--- src/rsq_ram.sv ---
`timescale 1ns / 1ps
`default_nettype none

module rsq_ram #(
    parameter int WIDTH = 32,
    parameter int DEPTH = 128
) (
    input  wire logic                     aclk,
    input  wire logic                     wr_en,
    input  wire logic [$clog2(DEPTH)-1:0] wr_addr,
    input  wire logic [WIDTH-1:0]         wr_data,
    input  wire logic                     rd_en,
    input  wire logic [$clog2(DEPTH)-1:0] rd_addr,
    output logic      [WIDTH-1:0]         rd_data
);

    logic [WIDTH-1:0] mem [DEPTH];

    // One write port, one registered read port
    always_ff @(posedge aclk) begin
        if (wr_en) begin
            mem[wr_addr] <= wr_data;
        end
        if (rd_en) begin
            rd_data <= mem[rd_addr];
        end
    end

endmodule

`default_nettype wire

--- config.mk ---
export PLATFORM = sky130hd
export DESIGN_NAME = rsq_ram
export DESIGN_NICKNAME = d
export VERILOG_FILES = /design/src/rsq_ram.sv
export SDC_FILE = /design/constraint.sdc
export NUM_CORES = 2
export LEC_CHECK = 0
export ABC_CLOCK_PERIOD_IN_PS = 3930
export BUFFER_PORTS_ARGS = -buffer_cell sky130_fd_sc_hd__clkbuf_2
export CAP_MARGIN = 20
export CORE_ASPECT_RATIO = 1.2
export CORE_MARGIN = 4
export CORE_UTILIZATION = 60
export DETAILED_ROUTE_END_ITERATION = 16
export PLACE_DENSITY_LB_ADDON = 0.1
export REMOVE_ABC_BUFFERS = 1
export SYNTH_ARGS = -nofsm -noshare
export SYNTH_HDL_FRONTEND = slang
export SYNTH_SLANG_ARGS = --single-unit
--- constraint.sdc ---
create_clock -name aclk -period 3.93 [get_ports aclk]
set_clock_uncertainty 0.05 [all_clocks]
set_input_delay 0.1965 -clock aclk [delete_from_list [all_inputs] [get_ports aclk]]
set_output_delay 0.1965 -clock aclk [all_outputs]
set_load 0.02 [all_outputs]
==> metrics.md <==
| Metric | Value |
|---|---|
| Routed via count | 72300 |
| Post-DR wirelength/cell | 40.1 um |
| # DRC | 0 |
| Final setup viols | 0 |
| Largest cells by area after synthesis | edfxtp_1, mux4_2, clkbuf_1 |
| Initial antenna violation count | 49 |
| GPL Wtd Cong | 0.813 |
| Clk pin slew, worst setup/hold paths | 0.07 ns |
| Total wire length | 415000 um |
| IO Pins | 81 |
| Headroom to the max-slew limit | 0.199 |
| Seq/Total Area, Yosys | 0.792 |
| Drt pass-1 iters | 6 |
| Dpl hpwl | 238000 um |
| Worst skew pair latency | 0.92 ns |
| Pleak | 54.8 nW |
| DR vias/cell | 7.00 |
| Yosys Warn Count | 0 |
| Final period util | 0.719 |
| DRT iter0 DRCs | 10300 |
| Syn Inst Count | 5990 |
| WHS | 0.128 ns |
| P&R area growth vs syn | 13.6% |
| Number of synthesized flops with an enable pin | 4128 |
| Die Ht | 568 um |
| Post-synth top area cell | edfxtp_1 |
| Syn_area_per_cell | 26.1 um2 |
| Slew @ Worst Pin | 1.20 ns |
| Die width | 474 um |
| Synth Cell Area | 0.157 mm2 |
| Post-DP Area | 0.165 mm2 |
| # rows | 205 |
| Top-count cell post-synth | edfxtp_1 |
| Die ar. | 0.269 mm2 |
| Asr flop ratio synth | 0 |
| WP data required | 4.52 ns |
| Final hold viol count | 0 |
| Distinct cells, synth | 16 |
| Worst Setup Start Kind | flip-flop |
| Hold/Removal Path Class | in -> reg |
| Nets@finish | 6606 |
| Fillers | 15400 |
| Post-synth top area share | 0.792 |
| CP Capture Type | flip-flop |
| Top post-synthesis cells by count | edfxtp_1, mux4_2, clkbuf_1 |
| Fin util | 0.685 |
| Vias in the first global route | 72100 |
| Clock Tree Root | clkbuf_16 |
| Max-cap violations | 0 |
| RSZ-0062 raised after global routing | false |
| Core area | 0.260 mm2 |
| I/O Buffers | 80 |
| CTS Buffer Depth | 4 |
| Max VDD drop | 0.418 mV |
| First-pass GRT wire length | 579000 um |
| ANT nets after route | 0 |
| Yosys reg bits | 4128 |
| Minimum clock period | 2.83 ns |
| Fin cells | 10300 |
| Layout cells sized above 1 | 0.363 |
| Slew Limit Fails | 0 |
| Final Cell Area | 0.178 mm2 |
| Initial core utilization | 0.603 |
| Clock Sinks | 4128 |
| Largest net degree at the start of global routing | 99 |
| TritonCTS Buffers | 387 |
| CTS tree | built |
| Critical path type | reg -> reg |
| Crit Path Max Fanout | 5 |
| Placed cells | 9542 |
| Tot GR Track Use | 0.314 |
| Commonest register cell after synthesis | edfxtp_1 |
| Fmax | 354 MHz |
| Sum Neg Setup Slack | 0 ns |
| H-tree levels | 5 |
| Outcome | finished clean |
| Crit path arrival time | 3.42 ns |
| PwrDens | 507 mW/mm2 |
| Global route overflow | 0 |
area by class of cell:
type                            count  area, um2  area share
Multi-Input combinational cell   1546      32300       0.182
Antenna cell                       52        130    0.000731
Timing Repair Buffer              494       5010      0.0282
Sequential cell                  4128     124000       0.697
Tap cell                         3415       4270      0.0240
Clock buffer                      477      10200      0.0572
Clock inverter                    219       2080      0.0117
logic make-up after synthesis:
kind of cell	Yosys count	synth area share
flops	4128	0.792
mux	1376	0.196
buf+inv	316	0.00837
simple gates	170	0.00445
per-layer routing:
| layer | track usage | share of wire | vias up |
|---|---|---|---|
| li1 | - | - | 27600 |
| met2 | 0.500 | 0.50 | 4312 |
| met1 | 0.447 | 0.36 | 39700 |
| met3 | 0.0527 | 0.096 | 661 |
| met5 | 0 | 0.00022 | - |
| met4 | 0.123 | 0.043 | 14 |
registers in the layout, indices dropped and copies added, names as in the netlist:
name and flops:
mem 4096, rd_data 32
power breakdown:
group	internal (W)	leakage (nW)	switching, W
combinational	0.00191	11.7	0.00297
clock	0.0208	6.00	0.0158
sequential	0.0487	37.1	0.000133
final timing paths:
kind,end,slack [ns],from,cells past startpoint
max,rd_data[23],1.10,mem[53][23],4
min,mem[102][26],0.13,wr_addr[2],4
max reg2reg,rd_data[23],1.10,mem[53][23],4
min reg2reg,rd_data[26],1.18,mem[56][26],4
metrics by stage:
stage / worst slack (ns) / total power [W]
floorplan: 0.477 / 0.0515
global placement: 0.229 / 0.0545
detailed placement: 0.211 / 0.0546
CTS: 1.09 / 0.0908
global route: 1.09 / 0.0928
finish: 1.10 / 0.0903
what timing repair did:
| action | CTS | global route |
|---|---|---|
| setup buffers | 0 | 0 |
| gates resized for setup | 0 | 0 |
| hold buffers | 38 | 0 |
| hold endpoints to repair | 1907 | 0 |
layout by cell type (no fill, tap or decap), drive strengths merged:
cell,netlist,layout
nand2,14,14
edfxtp,4128,4128
bufinv,0,37
clkinv,0,164
clkinvlp,0,8
dlygate4sd3,0,38
nor2,122,122
nor2b,7,7
mux2,32,32
nand2b,2,2
nand4,3,3
inv,0,10
mux4,1344,1344
or3,1,1
nor3,9,9
clkbuf,182,519
nand3,12,12
buf,134,414
diode,0,52
worst max-delay path, stage by stage, from the launching register on:
cell	delay, ns
edfxtp_1	0.40
mux4_2	0.49
mux4_2	0.64
mux4_2	0.65
mux2_2	0.31
Power figures use the tool's default switching activity.
