===== src/rsq_pkg.sv =====
`timescale 1ns / 1ps
`default_nettype none

package rsq_pkg;

    // Fixed field widths on the stream ports
    localparam int SRC_IN_W = 3;
    localparam int SEQ_W    = 32;
    localparam int PAY_IN_W = 32;
    localparam int TDATA_W  = 72;

    // Widest internal indexes over the legal parameter range
    localparam int SRC_MAX_W  = 6;
    localparam int MOD_MAX_W  = 6;
    localparam int ADDR_MAX_W = 12;

    // Run requests waiting between front and back
    localparam int QUEUE_DEPTH = 2;

    // Highest sequence number; a source that reaches it takes nothing more
    localparam logic [SEQ_W-1:0] SEQ_MAX = 32'hFFFF_FFFF;

    // Run request: source, first sequence number and slot index of a deliverable run
    typedef struct packed {
        logic [SRC_MAX_W-1:0] src;
        logic [SEQ_W-1:0]     seq;
        logic [MOD_MAX_W-1:0] mod;
    } qent_t;

    // Back-to-front update, one per delivered word
    typedef struct packed {
        logic                  vld;
        logic                  done;
        logic [SRC_MAX_W-1:0]  src;
        logic [SEQ_W-1:0]      ld;
        logic [MOD_MAX_W-1:0]  ld_mod;
        logic [ADDR_MAX_W-1:0] addr;
    } bk_upd_t;

endpackage

`default_nettype wire


===== src/rsq_front.sv =====
`timescale 1ns / 1ps
`default_nettype none

module rsq_front #(
    parameter int SOURCES      = 8,
    parameter int WINDOW       = 16,
    parameter int PAYLOAD_BITS = 32
) (
    input  wire logic                                 aclk,
    input  wire logic                                 aresetn,
    // input words
    input  wire logic                                 in_valid,
    output logic                                      in_ready,
    input  wire logic [rsq_pkg::SRC_IN_W-1:0]         in_src,
    input  wire logic [rsq_pkg::SEQ_W-1:0]            in_seq,
    input  wire logic [rsq_pkg::PAY_IN_W-1:0]         in_pay,
    // run requests toward the back
    output logic                                      q_push,
    output rsq_pkg::qent_t                            q_data,
    input  wire logic                                 q_full,
    // payload store write side
    output logic                                      ram_wr_en,
    output logic [$clog2(SOURCES*WINDOW)-1:0]         ram_wr_addr,
    output logic [PAYLOAD_BITS-1:0]                   ram_wr_data,
    // slot state shared with the back
    output logic [SOURCES*WINDOW-1:0]                 slot_valid,
    input  wire rsq_pkg::bk_upd_t                     upd
);

    localparam int DEPTH  = SOURCES * WINDOW;
    localparam int ADDR_W = $clog2(DEPTH);
    localparam int SRC_W  = (SOURCES > 1) ? $clog2(SOURCES) : 1;
    localparam int MOD_W  = $clog2(WINDOW);
    localparam logic [MOD_W:0]    WIN_M = (MOD_W + 1)'(WINDOW);
    localparam logic [ADDR_W-1:0] WIN_A = ADDR_W'(WINDOW);

    // Input holding stage
    logic                          in_valid_reg;
    logic [rsq_pkg::SRC_IN_W-1:0]  in_src_reg;
    logic [rsq_pkg::SEQ_W-1:0]     in_seq_reg;
    logic [rsq_pkg::PAY_IN_W-1:0]  in_pay_reg;

    // Per-source state
    logic [rsq_pkg::SEQ_W-1:0] ld_reg    [SOURCES];
    logic [MOD_W-1:0]          ldmod_reg [SOURCES];
    logic [SOURCES-1:0]        busy_reg, busy_next;
    logic [DEPTH-1:0]          valid_reg, valid_next;

    // Classification
    logic                      in_range;
    logic [SRC_W-1:0]          sidx;
    logic [rsq_pkg::SEQ_W-1:0] ld;
    logic [MOD_W-1:0]          ldm;
    logic [rsq_pkg::SEQ_W-1:0] diff;
    logic                      fresh;
    logic                      in_win;
    logic [MOD_W:0]            msum;
    logic [MOD_W-1:0]          mod;
    logic [ADDR_W-1:0]         addr;
    logic                      go;
    logic                      store;
    logic                      push;
    logic [SRC_W-1:0]          usrc;

    always_comb begin
        in_range = {29'd0, in_src_reg} < 32'(SOURCES);
        sidx     = in_range ? SRC_W'(in_src_reg) : '0;
        ld       = ld_reg[sidx];
        ldm      = ldmod_reg[sidx];
        diff     = in_seq_reg - ld;
        fresh    = in_seq_reg > ld;
        in_win   = diff <= 32'(WINDOW);
        // slot = (ld mod W + diff) mod W, with diff no more than W
        msum     = {1'b0, ldm} + diff[MOD_W:0];
        mod      = (msum >= WIN_M) ? MOD_W'(msum - WIN_M) : MOD_W'(msum);
        addr     = ADDR_W'(sidx) * WIN_A + ADDR_W'(mod);
        // a source with a run in flight waits until the back is done with it
        go       = in_valid_reg && (!in_range || (!busy_reg[sidx] && !q_full));
        store    = go && in_range && fresh && in_win;
        // only the next expected number can start a run
        push     = store && (diff == 32'd1);
    end

    assign in_ready = !in_valid_reg || go;

    always_ff @(posedge aclk) begin
        if (!aresetn) begin
            in_valid_reg <= 1'b0;
        end else if (in_ready) begin
            in_valid_reg <= in_valid;
        end
    end

    always_ff @(posedge aclk) begin
        if (in_ready && in_valid) begin
            in_src_reg <= in_src;
            in_seq_reg <= in_seq;
            in_pay_reg <= in_pay;
        end
    end

    // Outputs toward queue and store
    assign q_push      = push;
    assign q_data.src  = rsq_pkg::SRC_MAX_W'(sidx);
    assign q_data.seq  = in_seq_reg;
    assign q_data.mod  = rsq_pkg::MOD_MAX_W'(mod);
    assign ram_wr_en   = store;
    assign ram_wr_addr = addr;
    assign ram_wr_data = PAYLOAD_BITS'(in_pay_reg);
    assign slot_valid  = valid_reg;

    // Valid bits and busy flags: front sets, back clears
    assign usrc = SRC_W'(upd.src);

    always_comb begin
        valid_next = valid_reg;
        busy_next  = busy_reg;
        if (upd.vld) begin
            valid_next[ADDR_W'(upd.addr)] = 1'b0;
        end
        if (upd.done) begin
            busy_next[usrc] = 1'b0;
        end
        if (store) begin
            valid_next[addr] = 1'b1;
        end
        if (push) begin
            busy_next[sidx] = 1'b1;
        end
    end

    always_ff @(posedge aclk) begin
        if (!aresetn) begin
            valid_reg <= '0;
            busy_reg  <= '0;
        end else begin
            valid_reg <= valid_next;
            busy_reg  <= busy_next;
        end
    end

    // Last delivered number, advanced by the back on every word
    always_ff @(posedge aclk) begin
        if (!aresetn) begin
            for (int i = 0; i < SOURCES; i++) begin
                ld_reg[i]    <= '0;
                ldmod_reg[i] <= '0;
            end
        end else if (upd.vld) begin
            ld_reg[usrc]    <= upd.ld;
            ldmod_reg[usrc] <= MOD_W'(upd.ld_mod);
        end
    end

endmodule

`default_nettype wire


===== config.mk =====
export PLATFORM = sky130hd
export DESIGN_NAME = rsq_front
export DESIGN_NICKNAME = d
export VERILOG_FILES = /design/src/rsq_pkg.sv /design/src/rsq_front.sv
export SDC_FILE = /design/constraint.sdc
export NUM_CORES = 1
export LEC_CHECK = 0
export CORE_UTILIZATION = 35
export CTS_CLUSTER_DIAMETER = 150
export DETAILED_ROUTE_END_ITERATION = 10
export DONT_BUFFER_PORTS = 1
export PLACE_DENSITY = 0.59
export SETUP_SLACK_MARGIN = 0.15
export SYNTH_ARGS = -nofsm -noshare
export SYNTH_HDL_FRONTEND = slang
export SYNTH_SLANG_ARGS = --single-unit
export TNS_END_PERCENT = 100

===== constraint.sdc =====
create_clock -name aclk -period 5.95 [get_ports aclk]
set_input_delay 1.19 -clock aclk [delete_from_list [all_inputs] [get_ports aclk]]
set_output_delay 1.19 -clock aclk [all_outputs]
set_load 0.02 [all_outputs]

==> key figures, run 1 <==
Outcome
  – Outcome: finished with violations
  – Failing checks: setup timing

Global route
  – Total gr overflow: 0
  – Aggregate global-route resource usage: 20.1%
  – Vias in the first global route: 15.7k
  – Largest net degree at the start of global routing: 153
  – Initial antenna violation count: 2
  – First-pass GRT wire length: 101 mm

STA
  – Achievable Freq: 168 MHz
  – Fin worst setup slack: -0.00472 ns
  – Min Hold Slack: 0.503 ns
  – Final period util: 100%
  – Clock Skew: 0.0305 ns
  – Least-Margin Pin Slew: 1.10 ns
  – RSZ-0062 raised after global routing: true
  – Period minus WS final: 5.95 ns
  – Final Hold Violating Endpoints: 0
  – Fin. max-slew vios: 0
  – Relative slew slack: 26.6%
  – # setup viols final: 1

Synthesis
  – Synthesis-stage register bit count: 495
  – Post-synth top flop: edfxtp_1
  – Dominant cell type by area after synthesis: edfxtp_1
  – Synth cell types: 69
  – Synth top area share: 46.2%
  – Mapped Area: 23100 µm²
  – EDFF count, synth: 355
  – Seq/Total Area, Yosys: 58.4%
  – Yosys warnings: 0
  – Cells after synthesis: 1796
  – Mean Syn Cell Area: 12.8 µm²
  – Synth area leaders: edfxtp_1 46%, dfxtp_1 12%, and2_1 8.0%
  – Post-synth ARST share: 0%

Floorplan
  – FP Rows: 93
  – Die height: 259 µm
  – Die footprint: 66900 µm²
  – Starting Density: 35.6%
  – Die width: 259 µm
  – I/O pin count: 343
  – Core box area: 64800 µm²

Clock tree
  – Skew-Pair Late Insertion Delay: 0.62 ns
  – Htree depth: 2
  – Root buffer cell: clkbuf_16
  – TritonCTS clock tree: done
  – Reg clk slew, reported paths: 0.06 ns
  – CTS Buf Count: 53
  – Clk sinks: 495
  – Max clock buf depth: 3

Critical path
  – Worst EP required: 4.76 ns
  – Worst setup SP type: flop
  – Worst Setup End Kind: output port
  – WS Path Type: reg -> out
  – Max Fanout on Critical Path: 5
  – Arrival @ worst endpoint: 4.76 ns
  – FF-to-FF End: slot_valid[126]
  – R2R Setup Slk: 1.13 ns
  – Crit path to: q_push
  – Reg2reg path depth: 18

Hold path
  – Min-Delay Path Class: reg -> reg
  – Hold_sp: busy_reg[1]

Routing
  – Post-DR wirelength/cell: 25.4 µm
  – Drt pass-1 iters: 5
  – Total number of vias: 15.9k
  – Routed Antenna Nets: 0
  – DRC viols: 0
  – Initial DRC count: 1648
  – Drt total wl: 69.7 mm
  – Avg Vias per Cell: 5.77

Job
  – Max-cap viol count: 0

Finish
  – Ratio of cells with drive above 1 in the final layout: 21.6%
  – Most common cell after layout, fill and taps aside: edfxtp_1
  – Final Util: 41.9%
  – Area Growth Syn to Fin: 17.8%
  – Most frequent cells in the layout: 355 x edfxtp_1, 292 x and2_1, 140 x o211ai_1
  – Non-filler instance count after layout: 2746
  – Max reg flops: 256
  – Design area: 27200 µm²
  – Nets: 2010

Power
  – Power per Cell Area: 342 nW/µm²
  – Max VDD drop: 0.199 mV
  – Leakage power: 9.13 nW

Placement
  – Dpl cells: 2604
  – Global placement routability congestion: 0.876
  – Input/output buffers: 0
  – Placed Area: 24400 µm²
  – Post-DP HPWL: 45.2 mm
[logic make-up (layout without fill, tap and decap cells)]
| logic type | count (synthesis) | after routing | share of synthesized area, % |
|---|---|---|---|
| AND/OR/NAND/NOR | 565 | 565 | 13.8 |
| flip-flops | 495 | 495 | 58.4 |
| AO/OA/AOI/OAI | 407 | 407 | 12.9 |
| buffers and inverters | 150 | 239 | 2.76 |
| multiplexers | 119 | 119 | 9.15 |
| adder cells (fa/ha/maj) | 37 | 37 | 2.07 |
| XOR/XNOR | 22 | 22 | 0.836 |
| other | 1 | 7 | 0.0163 |
[worst max-delay path: stages, from the launching register on]
cell       delay [ns]
dfxtp_4          0.41
buf_4            0.13
mux4_2           0.50
mux2_4           0.30
ha_4             0.17
fa_2             0.33
nand2b_4         0.16
a21oi_4          0.19
buf_6            0.16
nor2_2           0.04
o31ai_2          0.23
buf_4            0.19
buf_6            0.10
a211oi_2         0.05
xnor2_1          0.18
a2111oi_2        0.23
nand4_1          0.20
buf_4            0.19
nor4_4           0.14
buf_4            0.16
buf_6            0.11
[through the flow]
step | power, mW | setup WS (ns) | TNS [ns]
2_1_floorplan | 5.26 | 0.0227 | 0
3_3_place_gp | 5.86 | 0.0998 | 0
5_1_grt | 9.63 | -0.203 | -0.348
3_5_place_dp | 5.88 | 0.111 | 0
4_1_cts | 9.17 | -0.0700 | -0.129
6_report | 9.30 | -0.00472 | -0.00472
[where the power goes]
group | internal [mW] | total [mW] | switching (mW)
combinational | 0.803 | 2.16 | 1.36
sequential | 3.86 | 3.96 | 0.102
clock | 1.79 | 3.18 | 1.39
[per-layer routing]
metal	routed length, µm	track usage, %
met1	27800	24.9
met2	34200	34.3
met3	5860	5.25
met4	1880	6.16
met5	0	0
[synthesized netlist by cell type, types with 3 or more instances]
| cell type | n |
|---|---|
| and3_1 | 4 |
| buf_2 | 22 |
| inv_1 | 15 |
| o41ai_1 | 40 |
| nor2_1 | 48 |
| nor3_1 | 24 |
| nor4_1 | 12 |
| buf_4 | 12 |
| a31oi_1 | 4 |
| o31ai_1 | 99 |
| o21ai_0 | 27 |
| a21oi_1 | 41 |
| clkbuf_1 | 90 |
| dfxtp_1 | 140 |
| and2_1 | 294 |
| a211oi_1 | 6 |
| and4_1 | 3 |
| nand2b_1 | 14 |
| o211ai_1 | 140 |
| xnor2_1 | 14 |
| mux2_2 | 14 |
| nand3b_1 | 3 |
| mux2i_1 | 33 |
| nor2b_1 | 15 |
| o21a_1 | 5 |
| edfxtp_1 | 355 |
| buf_1 | 9 |
| ha_1 | 35 |
| nand3_1 | 38 |
| nand4_1 | 21 |
| a211o_1 | 4 |
| mux4_2 | 72 |
| nor4b_1 | 6 |
| xor2_1 | 8 |
| a21o_1 | 7 |
| a21oi_2 | 3 |
| nand2_1 | 75 |
| o32ai_1 | 3 |
[layout make-up]
cell class | instances | area (µm²)
sequential | 495 | 13500
fill | 5927 | 37700
tap | 855 | 1070
antenna | 2 | 5.00
timing repair buffer | 123 | 1210
multi-input combinational | 1155 | 9680
clock inverter | 24 | 174
clock buffer | 76 | 1490
inverter | 16 | 60.1
[how the worst min path moves through the flow]
| stage | endpoint | slack, ns | depth (start not counted) |
|---|---|---|---|
| after floorplan | busy_reg[3] | 0.47 | 2 |
| after global placement | busy_reg[7] | 0.48 | 2 |
| after detailed placement | busy_reg[6] | 0.49 | 2 |
| after CTS | busy_reg[1] | 0.50 | 2 |
| after global routing | busy_reg[4] | 0.54 | 2 |
| final | busy_reg[1] | 0.50 | 2 |
[what timing repair did]
action,CTS,global route
pin swaps,26,20
resized for setup,60,77
setup endpoints to repair,2,4
endpoints found under the hold margin,0,0
hold buffers,0,0
cloned,2,0
buffers inserted,21,17
No activity file was read; power rests on OpenSTA's default activity.
==> run 2, diff against run 1 <==
MAX_ROUTING_LAYER = met4   (was default)
==> key figures, run 2 (synthesized netlist as in run 1, its figures left out) <==
Global route
  – Aggregate global-route resource usage: 20.7% (+0.56 points)
  – Initial antenna violation count: 3 (+1)
  – First-pass GRT wire length: 101 mm (-0.67%)
  – Largest net degree at the start of global routing: 153 (unchanged)
  – Total gr overflow: 0 (unchanged)
  – Vias in the first global route: 15.4k (-1.7%)

Critical path
  – Arrival @ worst endpoint: 4.66 ns (-0.10 ns)
  – Worst EP required: 4.76 ns (about the same)
  – Worst-path cell chain: mux4_2 > mux2_4 > ha_4 > fa_2 > nand2b_4 > a21oi_4 > buf_4 > o2111ai_4 > buf_4 > a211o_1 > a21boi_2 > o32ai_1 > a211oi_2 > nand2_2 > nor4_4 > buf_4
  – Worst Setup End Kind: output port
  – CP dominant cell by count: buf_4
  – CP max stage cell: mux4_2
  – Max Fanout on Critical Path: 7 (+2)
  – WS Path Type: reg -> out
  – Worst setup SP type: flop
  – Slowest Stage Delay on Critical Path: 0.53 ns (+0.03 ns)

Finish
  – Most common cell after layout, fill and taps aside: edfxtp_1
  – Fillers: 5885 (-0.71%)
  – Area Growth Syn to Fin: 16.7%
  – Nets: 1988 (-1.1%)
  – Ratio of cells with drive above 1 in the final layout: 19.9% (-1.7 points)
  – Max reg flops: 256 (unchanged)
  – Final Util: 41.5% (-0.39 points)
  – Register area: 13500 µm² (about the same)
  – Area occupied by multi-input gates: 9670 µm² (-0.18%)
  – Most frequent cells in the layout: 355 x edfxtp_1, 293 x and2_1, 140 x o211ai_1

STA
  – Setup TNS: 0 ns (+0.00472 ns)
  – Fin. max-slew vios: 0 (unchanged)
  – Least-Margin Pin Slew: 1.08 ns (-0.0214 ns)
  – # setup viols final: 0 (-1)
  – Final Hold Violating Endpoints: 0 (unchanged)
  – Relative slew slack: 28.0% (+1.5 points)
  – Period minus WS final: 5.85 ns (-0.102 ns)
  – Fin worst setup slack: 0.0977 ns (+0.102 ns)
  – Achievable Freq: 171 MHz (+1.7%)
  – Final period util: 98.4% (-1.7 points)
  – Clock Skew: 0.0297 ns (-0.000744 ns)
  – RSZ-0062 raised after global routing: true

Clock tree
  – Reg clk slew, reported paths: 0.06 ns (about the same)
  – Htree depth: 2 (unchanged)
  – Max clock buf depth: 3 (unchanged)
  – Skew-Pair Late Insertion Delay: 0.62 ns (about the same)
  – Root buffer cell: clkbuf_16
  – TritonCTS clock tree: done
  – Clk sinks: 495 (unchanged)
  – CTS Buf Count: 53 (unchanged)

Floorplan
  – Die height: 259 µm (unchanged)
  – Core box area: 64800 µm² (unchanged)
  – Die footprint: 66900 µm² (unchanged)
  – FP Rows: 93 (unchanged)
  – I/O pin count: 343 (unchanged)
  – Starting Density: 35.6% (unchanged)
  – Die width: 259 µm (unchanged)

Routing
  – Avg Vias per Cell: 5.81 (+0.66%)
  – Post-DR wirelength/cell: 25.5 µm (+0.47%)
  – Initial DRC count: 1940 (+18%)
  – Drt total wl: 69.3 mm (-0.49%)
  – DRC viols: 0 (unchanged)
  – Total number of vias: 15.8k (-0.29%)
  – Drt pass-1 iters: 6 (+1)
  – Routed Antenna Nets: 0 (unchanged)

Placement
  – Post-DP HPWL: 45.3 mm (+0.29%)
  – Global placement routability congestion: 0.901 (+2.9%)
  – Input/output buffers: 0 (unchanged)
  – Placement Setup Slack: 0.236 ns (+0.125 ns)

Power
  – Switching power total: 2.81 mW (-1.5%)
  – Leakage power: 9.00 nW (-1.4%)
  – Int Power: 6.45 mW (about the same)
  – Flop pwr share: 42.8% (+0.2 points)
  – Power per Cell Area: 344 nW/µm² (+0.53%)
  – Combinational Power Share: 22.6% (-0.6 points)
  – Clock power share: 34.7% (+0.5 points)
  – Sw Ratio: 30.4% (-0.34 points)
  – Max VDD drop: 0.223 mV (+12%)

Job
  – Max-cap viol count: 0 (unchanged)

Hold path
  – Min-Delay Path Class: reg -> reg

Outcome
  – Outcome: finished clean
==> run 2: cell types whose count changed in the layout (fill, tap and decap cells not counted), sizes merged <==
cell / previous run / this run
inv: 20 / 18
bufinv: 1 / 2
buf: 123 / 100
diode: 2 / 3
clkbuf: 76 / 72
clkinvlp: 1 / 2
==> run 2: cell type report <==
type                    count  area share [%]
inverters                  16           0.223
clock inverters            24           0.744
flip-flops and latches    495            50.1
well taps                 855            3.98
multi-input cells        1155            35.9
clock buffers              71            5.52
diodes                      3          0.0279
repair buffers            101            3.52
==> run 2: critical path, delay by kind of cell (launching register included) <==
family                     cells  cell delay (ns)
DFF                            1             0.43
and+or+nand+nor                3             0.58
adders and majority gates      2             0.53
buffers and inverters          3             0.51
AOI/OAI and AO/OA              6             1.18
muxes                          2             0.83
==> run 2: metrics by stage <==
step / area, µm² / instances / hold slack [ns] / power, mW
2_1_floorplan: 23100 / 1800 / 0.465 / 5.26
3_3_place_gp: 24300 / 2585 / 0.485 / 5.82
3_5_place_dp: 24300 / 2585 / 0.490 / 5.84
4_1_cts: 26500 / 2702 / 0.508 / 9.18
5_1_grt: 26900 / 2720 / 0.539 / 9.61
6_report: 26900 / 2720 / 0.507 / 9.26
==> run 2: final timing paths <==
check / from / endpoint / slack (ns) / depth (start not counted)
worst max register to register: flop / slot_valid[19] / 0.89 / 17
worst max-delay path: flop / q_push / 0.1 / 16
worst min register to register: busy_reg[1] / busy_reg[1] / 0.51 / 2
worst min-delay path: busy_reg[1] / busy_reg[1] / 0.51 / 2
==> run 2: power groups by stage <==
stage | Clock [mW] | Sequential, mW | Combinational [mW]
final | 3.21 | 3.96 | 2.09
after global placement | 0 | 4.03 | 1.79
after CTS | 3.27 | 3.96 | 1.95
after global routing | 3.40 | 3.98 | 2.24
after floorplan | 0 | 4.00 | 1.26
after detailed placement | 0 | 4.04 | 1.81
==> run 2: timing repair <==
action                                  in CTS  in global routing
endpoints found under the setup margin       2                  2
buffers inserted                            20                 14
hold endpoints to repair                     0                  0
pin swaps                                   21                 26
gates resized for setup                     62                 58
gates cloned                                 2                  1
hold buffers                                 0                  0
==> run 2: layer usage <==
layer / global-route usage, % / routed length (µm) / up-vias
met5: - / 0 / -
met2: 33.7 / 33900 / 688
met4: 6.89 / 2210 / 0
li1: - / - / 7026
met1: 25.0 / 27400 / 7955
met3: 5.23 / 5830 / 138
