### config.mk
export PLATFORM = sky130hd
export DESIGN_NAME = rsq_back
export DESIGN_NICKNAME = d
export VERILOG_FILES = /design/src/rsq_pkg.sv /design/src/rsq_back.sv
export SDC_FILE = /design/constraint.sdc
export NUM_CORES = 1
export LEC_CHECK = 0
export BUFFER_PORTS_ARGS = -buffer_cell sky130_fd_sc_hd__buf_2
export CORE_AREA = 2 2 135 137
export DETAILED_ROUTE_END_ITERATION = 7
export DIE_AREA = 0 0 137 139
export GPL_ROUTABILITY_DRIVEN = 0
export MAX_ROUTING_LAYER = met4
export PLACE_DENSITY = 0.73
export SYNTH_ARGS = -nofsm -noshare
export SYNTH_HDL_FRONTEND = slang
export SYNTH_SLANG_ARGS = --single-unit
### constraint.sdc
create_clock -name aclk -period 6.8 [get_ports aclk]
set_clock_uncertainty 0.1 [all_clocks]
set_input_delay 2.04 -clock aclk [delete_from_list [all_inputs] [get_ports aclk]]
set_output_delay 2.04 -clock aclk [all_outputs]
set_load 0.03 [all_outputs]
### src/rsq_pkg.sv
`timescale 1ns / 1ps
`default_nettype none

package rsq_pkg;

    // Fixed field widths on the stream ports
    localparam int SRC_IN_W = 3;
    localparam int SEQ_W    = 32;
    localparam int PAY_IN_W = 32;
    localparam int TDATA_W  = 72;

    // Widest internal indexes over the legal parameter range
    localparam int SRC_MAX_W  = 6;
    localparam int MOD_MAX_W  = 6;
    localparam int ADDR_MAX_W = 12;

    // Run requests waiting between front and back
    localparam int QUEUE_DEPTH = 2;

    // Highest sequence number; a source that reaches it takes nothing more
    localparam logic [SEQ_W-1:0] SEQ_MAX = 32'hFFFF_FFFF;

    // Run request: source, first sequence number and slot index of a deliverable run
    typedef struct packed {
        logic [SRC_MAX_W-1:0] src;
        logic [SEQ_W-1:0]     seq;
        logic [MOD_MAX_W-1:0] mod;
    } qent_t;

    // Back-to-front update, one per delivered word
    typedef struct packed {
        logic                  vld;
        logic                  done;
        logic [SRC_MAX_W-1:0]  src;
        logic [SEQ_W-1:0]      ld;
        logic [MOD_MAX_W-1:0]  ld_mod;
        logic [ADDR_MAX_W-1:0] addr;
    } bk_upd_t;

endpackage

`default_nettype wire

### src/rsq_back.sv
`timescale 1ns / 1ps
`default_nettype none

module rsq_back #(
    parameter int SOURCES      = 8,
    parameter int WINDOW       = 16,
    parameter int PAYLOAD_BITS = 32
) (
    input  wire logic                             aclk,
    input  wire logic                             aresetn,
    // run requests
    input  wire logic                             q_valid,
    input  wire rsq_pkg::qent_t                   q_data,
    output logic                                  q_pop,
    // slot state and payload store read side
    input  wire logic [SOURCES*WINDOW-1:0]        slot_valid,
    output logic                                  ram_rd_en,
    output logic [$clog2(SOURCES*WINDOW)-1:0]     ram_rd_addr,
    input  wire logic [PAYLOAD_BITS-1:0]          ram_rd_data,
    output rsq_pkg::bk_upd_t                      upd,
    // result words
    output logic                                  out_valid,
    input  wire logic                             out_ready,
    output logic [rsq_pkg::SRC_IN_W-1:0]          out_src,
    output logic [rsq_pkg::SEQ_W-1:0]             out_seq,
    output logic [rsq_pkg::PAY_IN_W-1:0]          out_pay,
    output logic                                  out_last
);

    localparam int DEPTH  = SOURCES * WINDOW;
    localparam int ADDR_W = $clog2(DEPTH);
    localparam int SRC_W  = (SOURCES > 1) ? $clog2(SOURCES) : 1;
    localparam int MOD_W  = $clog2(WINDOW);
    localparam logic [ADDR_W-1:0] WIN_A   = ADDR_W'(WINDOW);
    localparam logic [MOD_W-1:0]  MOD_TOP = MOD_W'(WINDOW - 1);

    // Run walker
    logic                      run_reg, run_next;
    logic [SRC_W-1:0]          src_reg, src_next;
    logic [rsq_pkg::SEQ_W-1:0] cur_reg, cur_next;
    logic [MOD_W-1:0]          cur_mod_reg, cur_mod_next;

    // Read in flight and output register
    logic                          pend_reg;
    logic [SRC_W-1:0]              pend_src_reg;
    logic [rsq_pkg::SEQ_W-1:0]     pend_seq_reg;
    logic                          pend_last_reg;
    logic                          out_valid_reg, out_valid_next;
    logic [rsq_pkg::SRC_IN_W-1:0]  out_src_reg;
    logic [rsq_pkg::SEQ_W-1:0]     out_seq_reg;
    logic [rsq_pkg::PAY_IN_W-1:0]  out_pay_reg;
    logic                          out_last_reg;

    logic [MOD_W-1:0]  next_mod;
    logic [ADDR_W-1:0] cur_addr;
    logic [ADDR_W-1:0] next_addr;
    logic              last;
    logic              issue;
    logic              pop;

    always_comb begin
        next_mod  = (cur_mod_reg == MOD_TOP) ? '0 : cur_mod_reg + 1'b1;
        cur_addr  = ADDR_W'(src_reg) * WIN_A + ADDR_W'(cur_mod_reg);
        next_addr = ADDR_W'(src_reg) * WIN_A + ADDR_W'(next_mod);
        // run ends at the first gap or at the top of the number space
        last      = (cur_reg == rsq_pkg::SEQ_MAX) || !slot_valid[next_addr];
        // issue a read only when the output register is free by the time data lands
        issue     = run_reg && !pend_reg && (!out_valid_reg || out_ready);
        pop       = !run_reg && q_valid;
    end

    assign q_pop       = pop;
    assign ram_rd_en   = issue;
    assign ram_rd_addr = cur_addr;

    assign upd.vld    = issue;
    assign upd.done   = issue && last;
    assign upd.src    = rsq_pkg::SRC_MAX_W'(src_reg);
    assign upd.ld     = cur_reg;
    assign upd.ld_mod = rsq_pkg::MOD_MAX_W'(cur_mod_reg);
    assign upd.addr   = rsq_pkg::ADDR_MAX_W'(cur_addr);

    // Walker next state
    always_comb begin
        run_next     = run_reg;
        src_next     = src_reg;
        cur_next     = cur_reg;
        cur_mod_next = cur_mod_reg;
        if (pop) begin
            run_next     = 1'b1;
            src_next     = SRC_W'(q_data.src);
            cur_next     = q_data.seq;
            cur_mod_next = MOD_W'(q_data.mod);
        end else if (issue) begin
            if (last) begin
                run_next = 1'b0;
            end else begin
                cur_next     = cur_reg + 1'b1;
                cur_mod_next = next_mod;
            end
        end
    end

    always_ff @(posedge aclk) begin
        if (!aresetn) begin
            run_reg <= 1'b0;
        end else begin
            run_reg <= run_next;
        end
    end

    always_ff @(posedge aclk) begin
        src_reg     <= src_next;
        cur_reg     <= cur_next;
        cur_mod_reg <= cur_mod_next;
    end

    // Read in flight, then output register
    always_comb begin
        out_valid_next = out_valid_reg;
        if (pend_reg) begin
            out_valid_next = 1'b1;
        end else if (out_ready) begin
            out_valid_next = 1'b0;
        end
    end

    always_ff @(posedge aclk) begin
        if (!aresetn) begin
            pend_reg      <= 1'b0;
            out_valid_reg <= 1'b0;
        end else begin
            pend_reg      <= issue;
            out_valid_reg <= out_valid_next;
        end
    end

    always_ff @(posedge aclk) begin
        if (issue) begin
            pend_src_reg  <= src_reg;
            pend_seq_reg  <= cur_reg;
            pend_last_reg <= last;
        end
        if (pend_reg) begin
            out_src_reg  <= rsq_pkg::SRC_IN_W'(pend_src_reg);
            out_seq_reg  <= pend_seq_reg;
            out_pay_reg  <= rsq_pkg::PAY_IN_W'(ram_rd_data);
            out_last_reg <= pend_last_reg;
        end
    end

    assign out_valid = out_valid_reg;
    assign out_src   = out_src_reg;
    assign out_seq   = out_seq_reg;
    assign out_pay   = out_pay_reg;
    assign out_last  = out_last_reg;

endmodule

`default_nettype wire

==> metrics, run 1 <==
Final Power=around 0.0040 W; Worst-path clk slew=0.07 ns; via count=about 6000; number of top-level pins=~340; CP endpoint kind=output port; Seq cells post-synth=about 150; Synth top area share=0.591; register area=between 4000 and 5000 µm²; Tcrit/Tclk final=0.887; Worst EP arrival=a little under 4 ns; outcome=finished, final reports clean; CP Launch Type=register; core area=~18000 µm²; sequential share of power=0.364; worst hold path stage count=0; sequential-to-total area share from yosys stat=0.600; I/O Buffers=328; via density per instance=5.27; fin crit period=6.03 ns; Combinational Power Share=0.401; Hold Crit Start=pend_seq_reg[14]$_DFFE_PP_; CP cell instances=ha_1 -> a31oi_4 -> buf_4 -> mux4_2 -> nor3_1 -> o41ai_2 -> o211a_1 -> nor2_1 -> buf_2; top cells by area, synth=edfxtp_1, nand2_1, buf_4, o21ai_0, mux4_1; Setup WS post-layout=0.769 ns; clock buffer depth=2; worst vdd ir=between 0.0002 and 0.00025 V; mean area per synthesized cell=between 10 and 15 µm²; Chip Height=139 µm; WL final=about 21000 µm; synth unique cells=77; TritonCTS clock tree=done; die area=19000 µm²; global-route wire length before repair=31100 µm; P_sw=between 0.0015 and 0.002 W; Critical Path Start=cur_mod_reg[1]$_DFFE_PP_; Reg-to-Reg Start=cur_mod_reg[1]$_DFFE_PP_; hold_buf cts=0; layout cell share with drive strength beyond 1=0.454; grt ovf=0; Final Max Tran Viols=0; Final Hold Viols=0; DRT Pass-1 Iters=6; diode count=0; Power Density=about 420 nW/µm²; Final nets=1081; ys async rst share=0; FILL cells=approximately 1500; Clock power frac=0.235; slew margin rel.=0.423; Clock Root Buffer=clkbuf_16; Num CTS Buffers=17; antenna violations before repair=0; Antenna Nets Post-Route=0; die width=between 100 and 150 µm; Final Cell Area=9490 µm²; R2R Path End=cur_reg[13]$_DFFE_PP_; Warnings, synthesis=0; critical path class=reg2out; Hold WC Path Type=reg2reg; GRT Total Usage=0.225; cell count of the worst reg-to-reg path=10; final setup violation count=0; worst slew pin tran=0.866 ns; DR iter-0 viols=437; PostCTS Resize Cnt=0; placed wire-length estimate=between 15000 and 20000 µm; dpl cell area=a little under 9000 µm²; most frequent cells in the layout=buf_2, edfxtp_1, nand2_1; Post-CTS Setup Bufs=0; RSZ-0062 raised after global routing=false; vias in the first global route=about 5700; FMAX=~0.17 GHz; worst path required time=approximately 4.7 ns; Area Growth Syn to Fin=30.8%; CP max FO=23; number of flops mapped to enable cells by yosys=around 140; R2R Setup Slk=~2.3 ns; Hold Crit Endpoint=out_seq[14]$_DFFE_PP_; commonest non-fill, non-tap cell in the layout=buf_2; H-tree lvl count=4; leak pwr=slightly below 4 nW; Fin Setup TNS=0 ns; clk_lat worst skew=about 0.42 ns; post-synthesis instance total=562; Post-synth top flop=edfxtp_1; total of max-cap violations=0; Residual DRC=0; final worst hold slack=0.315 ns; drt wl/cell=around 19 µm; clock sink count=146; Pint=0.00237 W; delay of the slowest critical-path stage=0.69 ns; mapped cell area=7260 µm²; multi-input logic area=about 2500 µm²; Initial Util=0.411; Critical-path top delay cell=a31oi_4; Yosys top cell by area=edfxtp_1; switching part of the total power=0.409; Rows=49; pre-CTS setup slack=0.832 ns; largest net degree at the start of global routing=71
cell usage after synthesis (8+ instances only):
| master | count |
|---|---|
| edfxtp_1 | 143 |
| nand2_1 | 71 |
| o21ai_0 | 33 |
| buf_4 | 31 |
| nor2_1 | 24 |
| a21oi_1 | 21 |
| nand3_1 | 18 |
| xor2_1 | 18 |
| mux2i_1 | 15 |
| xnor2_1 | 13 |
| and3_1 | 11 |
| clkbuf_1 | 11 |
| inv_1 | 10 |
| nand2b_1 | 8 |
layout make-up:
type                            instances  share of cell area
Clock inverter                         15              0.0183
Multi-Input combinational cell        358               0.264
Timing Repair Buffer                  337               0.180
Sequential cell                       146               0.459
Inverter                               11             0.00435
Clock buffer                           17              0.0448
Tap cell                              229              0.0302
critical path: cells and delay by family, from the launching register on:
family | cells | cell delay, ns
AOI/OAI and AO/OA | 3 | 1.08
adders and majority gates | 1 | 0.44
buffers and inverters | 2 | 0.56
DFF | 1 | 0.51
muxes | 1 | 0.53
and+or+nand+nor | 2 | 0.34
cell families (layout without fill, tap and decap cells):
group,after synthesis,count (layout),share of synthesized area
buffers and inverters,67,380,0.0620
flip-flops,146,146,0.600
other,1,10,0.000516
XOR/XNOR,32,32,0.0396
AND/OR/NAND/NOR,175,175,0.121
multiplexers,33,33,0.0703
adder cells (fa/ha/maj),2,2,0.00345
AO/OA/AOI/OAI,106,106,0.103
metal layers:
metal	share of wire	GRT usage	wire length (µm)
met2	0.53	0.399	11200
met5	0	-	0
met1	0.37	0.246	7790
met3	0.077	0.0486	1630
met4	0.025	0.0770	531
power by group through the flow:
stage          logic, W  clock network, W  registers (W)
6_report        0.00161          0.000942        0.00146
3_3_place_gp    0.00159                 0        0.00146
2_1_floorplan  0.000996                 0        0.00167
5_1_grt         0.00173           0.00100        0.00148
3_5_place_dp    0.00161                 0        0.00147
4_1_cts         0.00161          0.000959        0.00146
metrics by stage:
step,util,instances
6_report,0.538,1113
5_1_grt,0.538,1113
4_1_cts,0.538,1113
3_5_place_dp,0.504,1081
3_3_place_gp,0.504,1081
2_1_floorplan,-,571
worst max path at each step:
stage / end / slack [ns]
4_1_cts: upd[56] / 0.70
2_1_floorplan: upd[56] / 0.50
6_report: upd[56] / 0.77
5_1_grt: upd[56] / 0.50
3_5_place_dp: upd[56] / 0.83
3_3_place_gp: upd[56] / 0.82
Note: power is estimated with default switching activity, not from simulation.
==> inputs of run 2 (changes only) <==
--- a/config.mk
+++ b/config.mk
@@ -6,12 +6,13 @@
 export NUM_CORES = 1
 export LEC_CHECK = 0
 export BUFFER_PORTS_ARGS = -buffer_cell sky130_fd_sc_hd__buf_2
-export CORE_AREA = 2 2 135 137
+export CELL_PAD_IN_SITES_DETAIL_PLACEMENT = 0
+export CELL_PAD_IN_SITES_GLOBAL_PLACEMENT = 1
+export CORE_UTILIZATION = 36
 export DETAILED_ROUTE_END_ITERATION = 7
-export DIE_AREA = 0 0 137 139
 export GPL_ROUTABILITY_DRIVEN = 0
 export MAX_ROUTING_LAYER = met4
-export PLACE_DENSITY = 0.73
+export PLACE_DENSITY = 0.85
 export SYNTH_ARGS = -nofsm -noshare
 export SYNTH_HDL_FRONTEND = slang
 export SYNTH_SLANG_ARGS = --single-unit
==> run 2 against run 1 <==
Maximum frequency is 1.6% lower. Worst setup slack got worse by 0.099 ns. Non-clock buffer count decreased by 1. Sequential share of layout area down 0.20 points. Critical path type unchanged. Clock power fell by 3.1%. Power down 1.2%. Routed wire length decreased by 3.3%.
==> metrics, run 2 (synthesized netlist as in run 1, its figures left out) <==
DRT Pass-1 Iters=5 (was 6); grt ovf=0 (unchanged); Power Density=415 nW/µm² (was 422 nW/µm²); core area=19600 µm² (was 17700 µm²); die width=144 µm (was 137 µm); sequential share of power=0.372 (was 0.364); clock sink count=146 (unchanged); Worst-path clk slew=0.07 ns (about the same); P_sw=0.00165 W (was 0.00164 W); CP max FO=22 (was 23); switching part of the total power=0.418 (was 0.409); TritonCTS clock tree=done (unchanged); commonest non-fill, non-tap cell in the layout=buf_2 (unchanged); DR iter-0 viols=241 (was 437); Tcrit/Tclk final=0.902 (was 0.887); antenna violations before repair=3 (was 0); die area=20700 µm² (was 19000 µm²); placed wire-length estimate=15400 µm (was 15500 µm); Final nets=1080 (was 1081); CP endpoint kind=output port (unchanged); Area Growth Syn to Fin=31.4% (was 30.8%); global-route wire length before repair=29000 µm (was 31100 µm); Fin Setup TNS=0 ns (unchanged); Num CTS Buffers=17 (unchanged); Final Max Tran Viols=0 (unchanged); Residual DRC=0 (unchanged); vias in the first global route=5285 (was 5666); worst slew pin tran=0.867 ns (was 0.866 ns); most frequent cells in the layout=buf_2, edfxtp_1, nand2_1 (unchanged); WL final=20400 µm (was 21100 µm); leak pwr=3.91 nW (was 3.92 nW); Hold WC Path Type=reg2reg (unchanged); drt wl/cell=17.7 µm (was 19.0 µm); hold_buf cts=0 (unchanged); Chip Height=144 µm (was 139 µm); Worst EP arrival=3.99 ns (was 3.89 ns); non-filler instance count after layout=1152 (was 1113); Rows=51 (was 49); R2R Setup Slk=2.15 ns (was 2.25 ns); final setup violation count=0 (unchanged); outcome=finished, final reports clean (unchanged); RSZ-0062 raised after global routing=false (unchanged); CP Launch Type=register (unchanged); worst vdd ir=0.000189 V (was 0.000230 V); I/O Buffers=328 (unchanged); layout cell share with drive strength beyond 1=0.454 (about the same); FMAX=0.163 GHz (was 0.166 GHz); critical path class=reg2out (unchanged); via density per instance=4.90 (was 5.27); Post-CTS Setup Bufs=0 (unchanged); via count=5645 (was 5865); Clock Root Buffer=clkbuf_16 (unchanged); slew margin rel.=0.422 (was 0.423); number of top-level pins=344 (unchanged); Clock power frac=0.231 (was 0.235); clk_lat worst skew=0.42 ns (about the same); Initial Util=0.371 (was 0.411); final worst hold slack=0.317 ns (was 0.315 ns); Final Hold Viols=0 (unchanged); worst path required time=4.66 ns (about the same); dpl cells=1116 (was 1081); Antenna Nets Post-Route=0 (unchanged); fin crit period=6.13 ns (was 6.03 ns); Pint=0.00231 W (was 0.00237 W); PostCTS Resize Cnt=0 (unchanged); H-tree lvl count=4 (unchanged); Combinational Power Share=0.397 (was 0.401); GRT Total Usage=0.198 (was 0.225); largest net degree at the start of global routing=71 (unchanged); total of max-cap violations=0 (unchanged); clock buffer depth=2 (unchanged)
## run 2: changes by cell type in the layout (fill, tap and decap cells not counted), sizes merged
cell      change
diode         +4
bufinv        -2
clkinvlp      +2
buf           -1
## run 2: through the flow
| step | cell area (µm²) | power [W] | util | worst slack (ns) |
|---|---|---|---|---|
| after detailed placement | 8930 | 0.00308 | 0.456 | 0.781 |
| after CTS | 9530 | 0.00400 | 0.486 | 0.598 |
| after floorplan | 7290 | 0.00267 | - | 0.501 |
| final | 9540 | 0.00396 | 0.487 | 0.670 |
| after global routing | 9540 | 0.00418 | 0.487 | 0.370 |
| after global placement | 8930 | 0.00305 | 0.456 | 0.760 |
## run 2: layer usage
layer  wire length (µm)  up-vias  track usage
met1               7920     2640        0.220
li1                   -     2715            -
met2              10600      261        0.345
met3               1510       29       0.0480
met5                  0        -            -
met4                403        0       0.0722
## run 2: power by group through the flow
stage | Combinational [W] | Clock (W) | Sequential, W
6_report | 0.00157 | 0.000913 | 0.00147
5_1_grt | 0.00170 | 0.000972 | 0.00150
4_1_cts | 0.00159 | 0.000935 | 0.00148
3_5_place_dp | 0.00158 | 0 | 0.00150
3_3_place_gp | 0.00157 | 0 | 0.00148
2_1_floorplan | 0.000996 | 0 | 0.00167
## run 2: critical path, stage by stage (launching register included)
cell      delay, ns
edfxtp_1       0.50
ha_1           0.44
a31oi_4        0.66
buf_4          0.35
mux4_2         0.54
a221oi_2       0.30
o221ai_2       0.14
o211a_1        0.21
nor2_1         0.17
buf_2          0.22
## run 2: final cells by class
class,count,area [µm²]
fillers,1796,10000
clock inverters,15,170
inverters,11,41.3
clock buffers,17,425
well taps,265,332
repair buffers,336,1700
diodes,4,10.0
flip-flops and latches,146,4360
multi-input cells,358,2500
## run 2: path summary, 6_finish.rpt
| kind | cells after the start | startpoint | to |
|---|---|---|---|
| setup / recovery | 9 | cur_mod_reg[1]$_DFFE_PP_ | upd[56] |
| hold / removal | 0 | pend_seq_reg[10]$_DFFE_PP_ | out_seq[10]$_DFFE_PP_ |
| setup reg to reg | 10 | cur_mod_reg[1]$_DFFE_PP_ | cur_reg[21]$_DFFE_PP_ |
| hold reg to reg | 0 | pend_seq_reg[10]$_DFFE_PP_ | out_seq[10]$_DFFE_PP_ |
==> inputs of run 3 (changes only) <==
--- a/config.mk
+++ b/config.mk
@@ -12,7 +12,8 @@
 export DETAILED_ROUTE_END_ITERATION = 7
 export GPL_ROUTABILITY_DRIVEN = 0
 export MAX_ROUTING_LAYER = met4
-export PLACE_DENSITY = 0.85
+export PLACE_DENSITY_LB_ADDON = 0.1
+export SKIP_CTS_REPAIR_TIMING = 1
 export SYNTH_ARGS = -nofsm -noshare
 export SYNTH_HDL_FRONTEND = slang
 export SYNTH_SLANG_ARGS = --single-unit
==> run 3 against run 2 <==
Via count rose by 1.1%. Maximum frequency fell by 1.2%. Highest routed layer unchanged. Die area did not move. Final cell count barely moved. Largest power group unchanged. Non-clock buffer count rose by 3. Count of clock-buffer cells in the layout rose by 1. Critical endpoint unchanged. First-iteration DRC count rose by 18%.
==> metrics, run 3 (synthesized netlist as in run 1, its figures left out) <==
dpl cells=1119 (was 1116); outcome=finished, final reports clean (unchanged); Worst-path clk slew=0.06 ns (was 0.07 ns); via count=5707 (was 5645); largest net degree at the start of global routing=71 (unchanged); I/O Buffers=328 (unchanged); Routed met2 length=10500 µm (was 10600 µm); global-route wire length before repair=30300 µm (was 29000 µm); Hold WC Path Type=reg2reg (unchanged); TritonCTS clock tree=done (unchanged); clock buffer depth=2 (unchanged); CP endpoint kind=output port (unchanged); FMAX=0.161 GHz (was 0.163 GHz); worst slew pin tran=0.928 ns (was 0.867 ns); Worst EP arrival=4.06 ns (was 3.99 ns); GRT Total Usage=0.204 (was 0.198); fin crit period=6.20 ns (was 6.13 ns); top layer in use=met4 (unchanged); CP top delay family=compound AO/OA/AOI/OAI gates (unchanged); total of max-cap violations=0 (unchanged); via density per instance=4.95 (was 4.90); Critical-path top delay cell=mux4_1 (was a31oi_4); worst vdd ir=0.000185 V (was 0.000189 V); delay of the slowest critical-path stage=0.60 ns (was 0.66 ns); CP bufs+invs=2 (unchanged); grt ovf=0 (unchanged); CP cell instances=ha_1 -> a31oi_4 -> buf_4 -> mux4_1 -> a211oi_1 -> o211ai_1 -> and4_1 -> a21bo_1 -> nor2_1 -> buf_2 (was ha_1 -> a31oi_4 -> buf_4 -> mux4_2 -> a221oi_2 -> o221ai_2 -> o211a_1 -> nor2_1 -> buf_2); Residual DRC=0 (unchanged); core area=19600 µm² (unchanged); critical path class=reg2out (unchanged); most frequent cells in the layout=buf_2, edfxtp_1, nand2_1 (unchanged); final worst hold slack=0.317 ns (about the same); DRT Pass-1 Iters=6 (was 5); Chip Height=144 µm (unchanged); Final Max Tran Viols=0 (unchanged); Num CTS Buffers=17 (unchanged); antenna violations before repair=2 (was 3); Fin Setup TNS=0 ns (unchanged); leak pwr=3.92 nW (was 3.91 nW); commonest non-fill, non-tap cell in the layout=buf_2 (unchanged); Setup WS post-layout=0.595 ns (was 0.670 ns); RSZ-0062 raised after global routing=false (unchanged); Power Density=415 nW/µm² (about the same); Clock Root Buffer=clkbuf_16 (unchanged); Final nets=1083 (was 1080); H-tree lvl count=4 (unchanged); clk_lat worst skew=0.42 ns (about the same); non-filler instance count after layout=1153 (was 1152); layout cell share with drive strength beyond 1=0.455 (was 0.454); CP Launch Type=register (unchanged); routed length on met3=1430 µm (was 1510 µm); placed wire-length estimate=15700 µm (was 15400 µm); Rows=51 (unchanged); Area Growth Syn to Fin=31.3% (was 31.4%); CP max FO=17 (was 22); DR iter-0 viols=284 (was 241); number of top-level pins=344 (unchanged); Tcrit/Tclk final=0.912 (was 0.902); drt wl/cell=18.0 µm (was 17.7 µm); pre-CTS setup slack=0.786 ns (was 0.781 ns); WL final=20700 µm (was 20400 µm); vias in the first global route=5640 (was 5285); Initial Util=0.371 (unchanged); worst path required time=4.66 ns (about the same); Final Hold Viols=0 (unchanged); final setup violation count=0 (unchanged); die area=20700 µm² (unchanged); Met1 Wirelength=8530 µm (was 7920 µm); Antenna Nets Post-Route=0 (unchanged); clock sink count=146 (unchanged); die width=144 µm (unchanged); slew margin rel.=0.381 (was 0.422)
## run 3: report_power, final
| part | internal, W | leakage, nW | switching, W | total, W |
|---|---|---|---|---|
| combinational | 0.000560 | 2.28 | 0.00102 | 0.00158 |
| sequential | 0.00127 | 1.36 | 0.000206 | 0.00148 |
| clock | 0.000515 | 0.278 | 0.000386 | 0.000901 |
| total | 0.00235 | 3.92 | 0.00162 | 0.00396 |
## run 3: final cells by class
class | instances | area, µm²
multi-input cells | 358 | 2500
repair buffers | 339 | 1720
clock buffers | 18 | 429
clock inverters | 14 | 141
diodes | 2 | 5.00
well taps | 265 | 332
flip-flops and latches | 146 | 4360
fillers | 1856 | 10100
inverters | 11 | 41.3
## run 3: stage by stage
step,util,power [W],cell area [µm²]
6_report,0.487,0.00396,9530
3_5_place_dp,0.457,0.00309,8960
5_1_grt,0.487,0.00418,9530
3_3_place_gp,0.457,0.00306,8960
2_1_floorplan,-,0.00267,7290
4_1_cts,0.486,0.00400,9530
## run 3: routing by layer
layer / vias to the layer above / global-route usage
li1: 2715 / -
met1: 2703 / 0.239
met2: 272 / 0.350
met3: 17 / 0.0444
met4: 0 / 0.0599
met5: - / -
## run 3: worst paths after layout
path,start,slack [ns],end,depth (start not counted)
setup / recovery,cur_mod_reg[1]$_DFFE_PP_,0.60,upd[56],10
hold / removal,pend_seq_reg[9]$_DFFE_PP_,0.32,out_seq[9]$_DFFE_PP_,0
setup reg to reg,cur_mod_reg[1]$_DFFE_PP_,2.25,cur_reg[31]$_DFFE_PP_,10
hold reg to reg,pend_seq_reg[9]$_DFFE_PP_,0.32,out_seq[9]$_DFFE_PP_,0
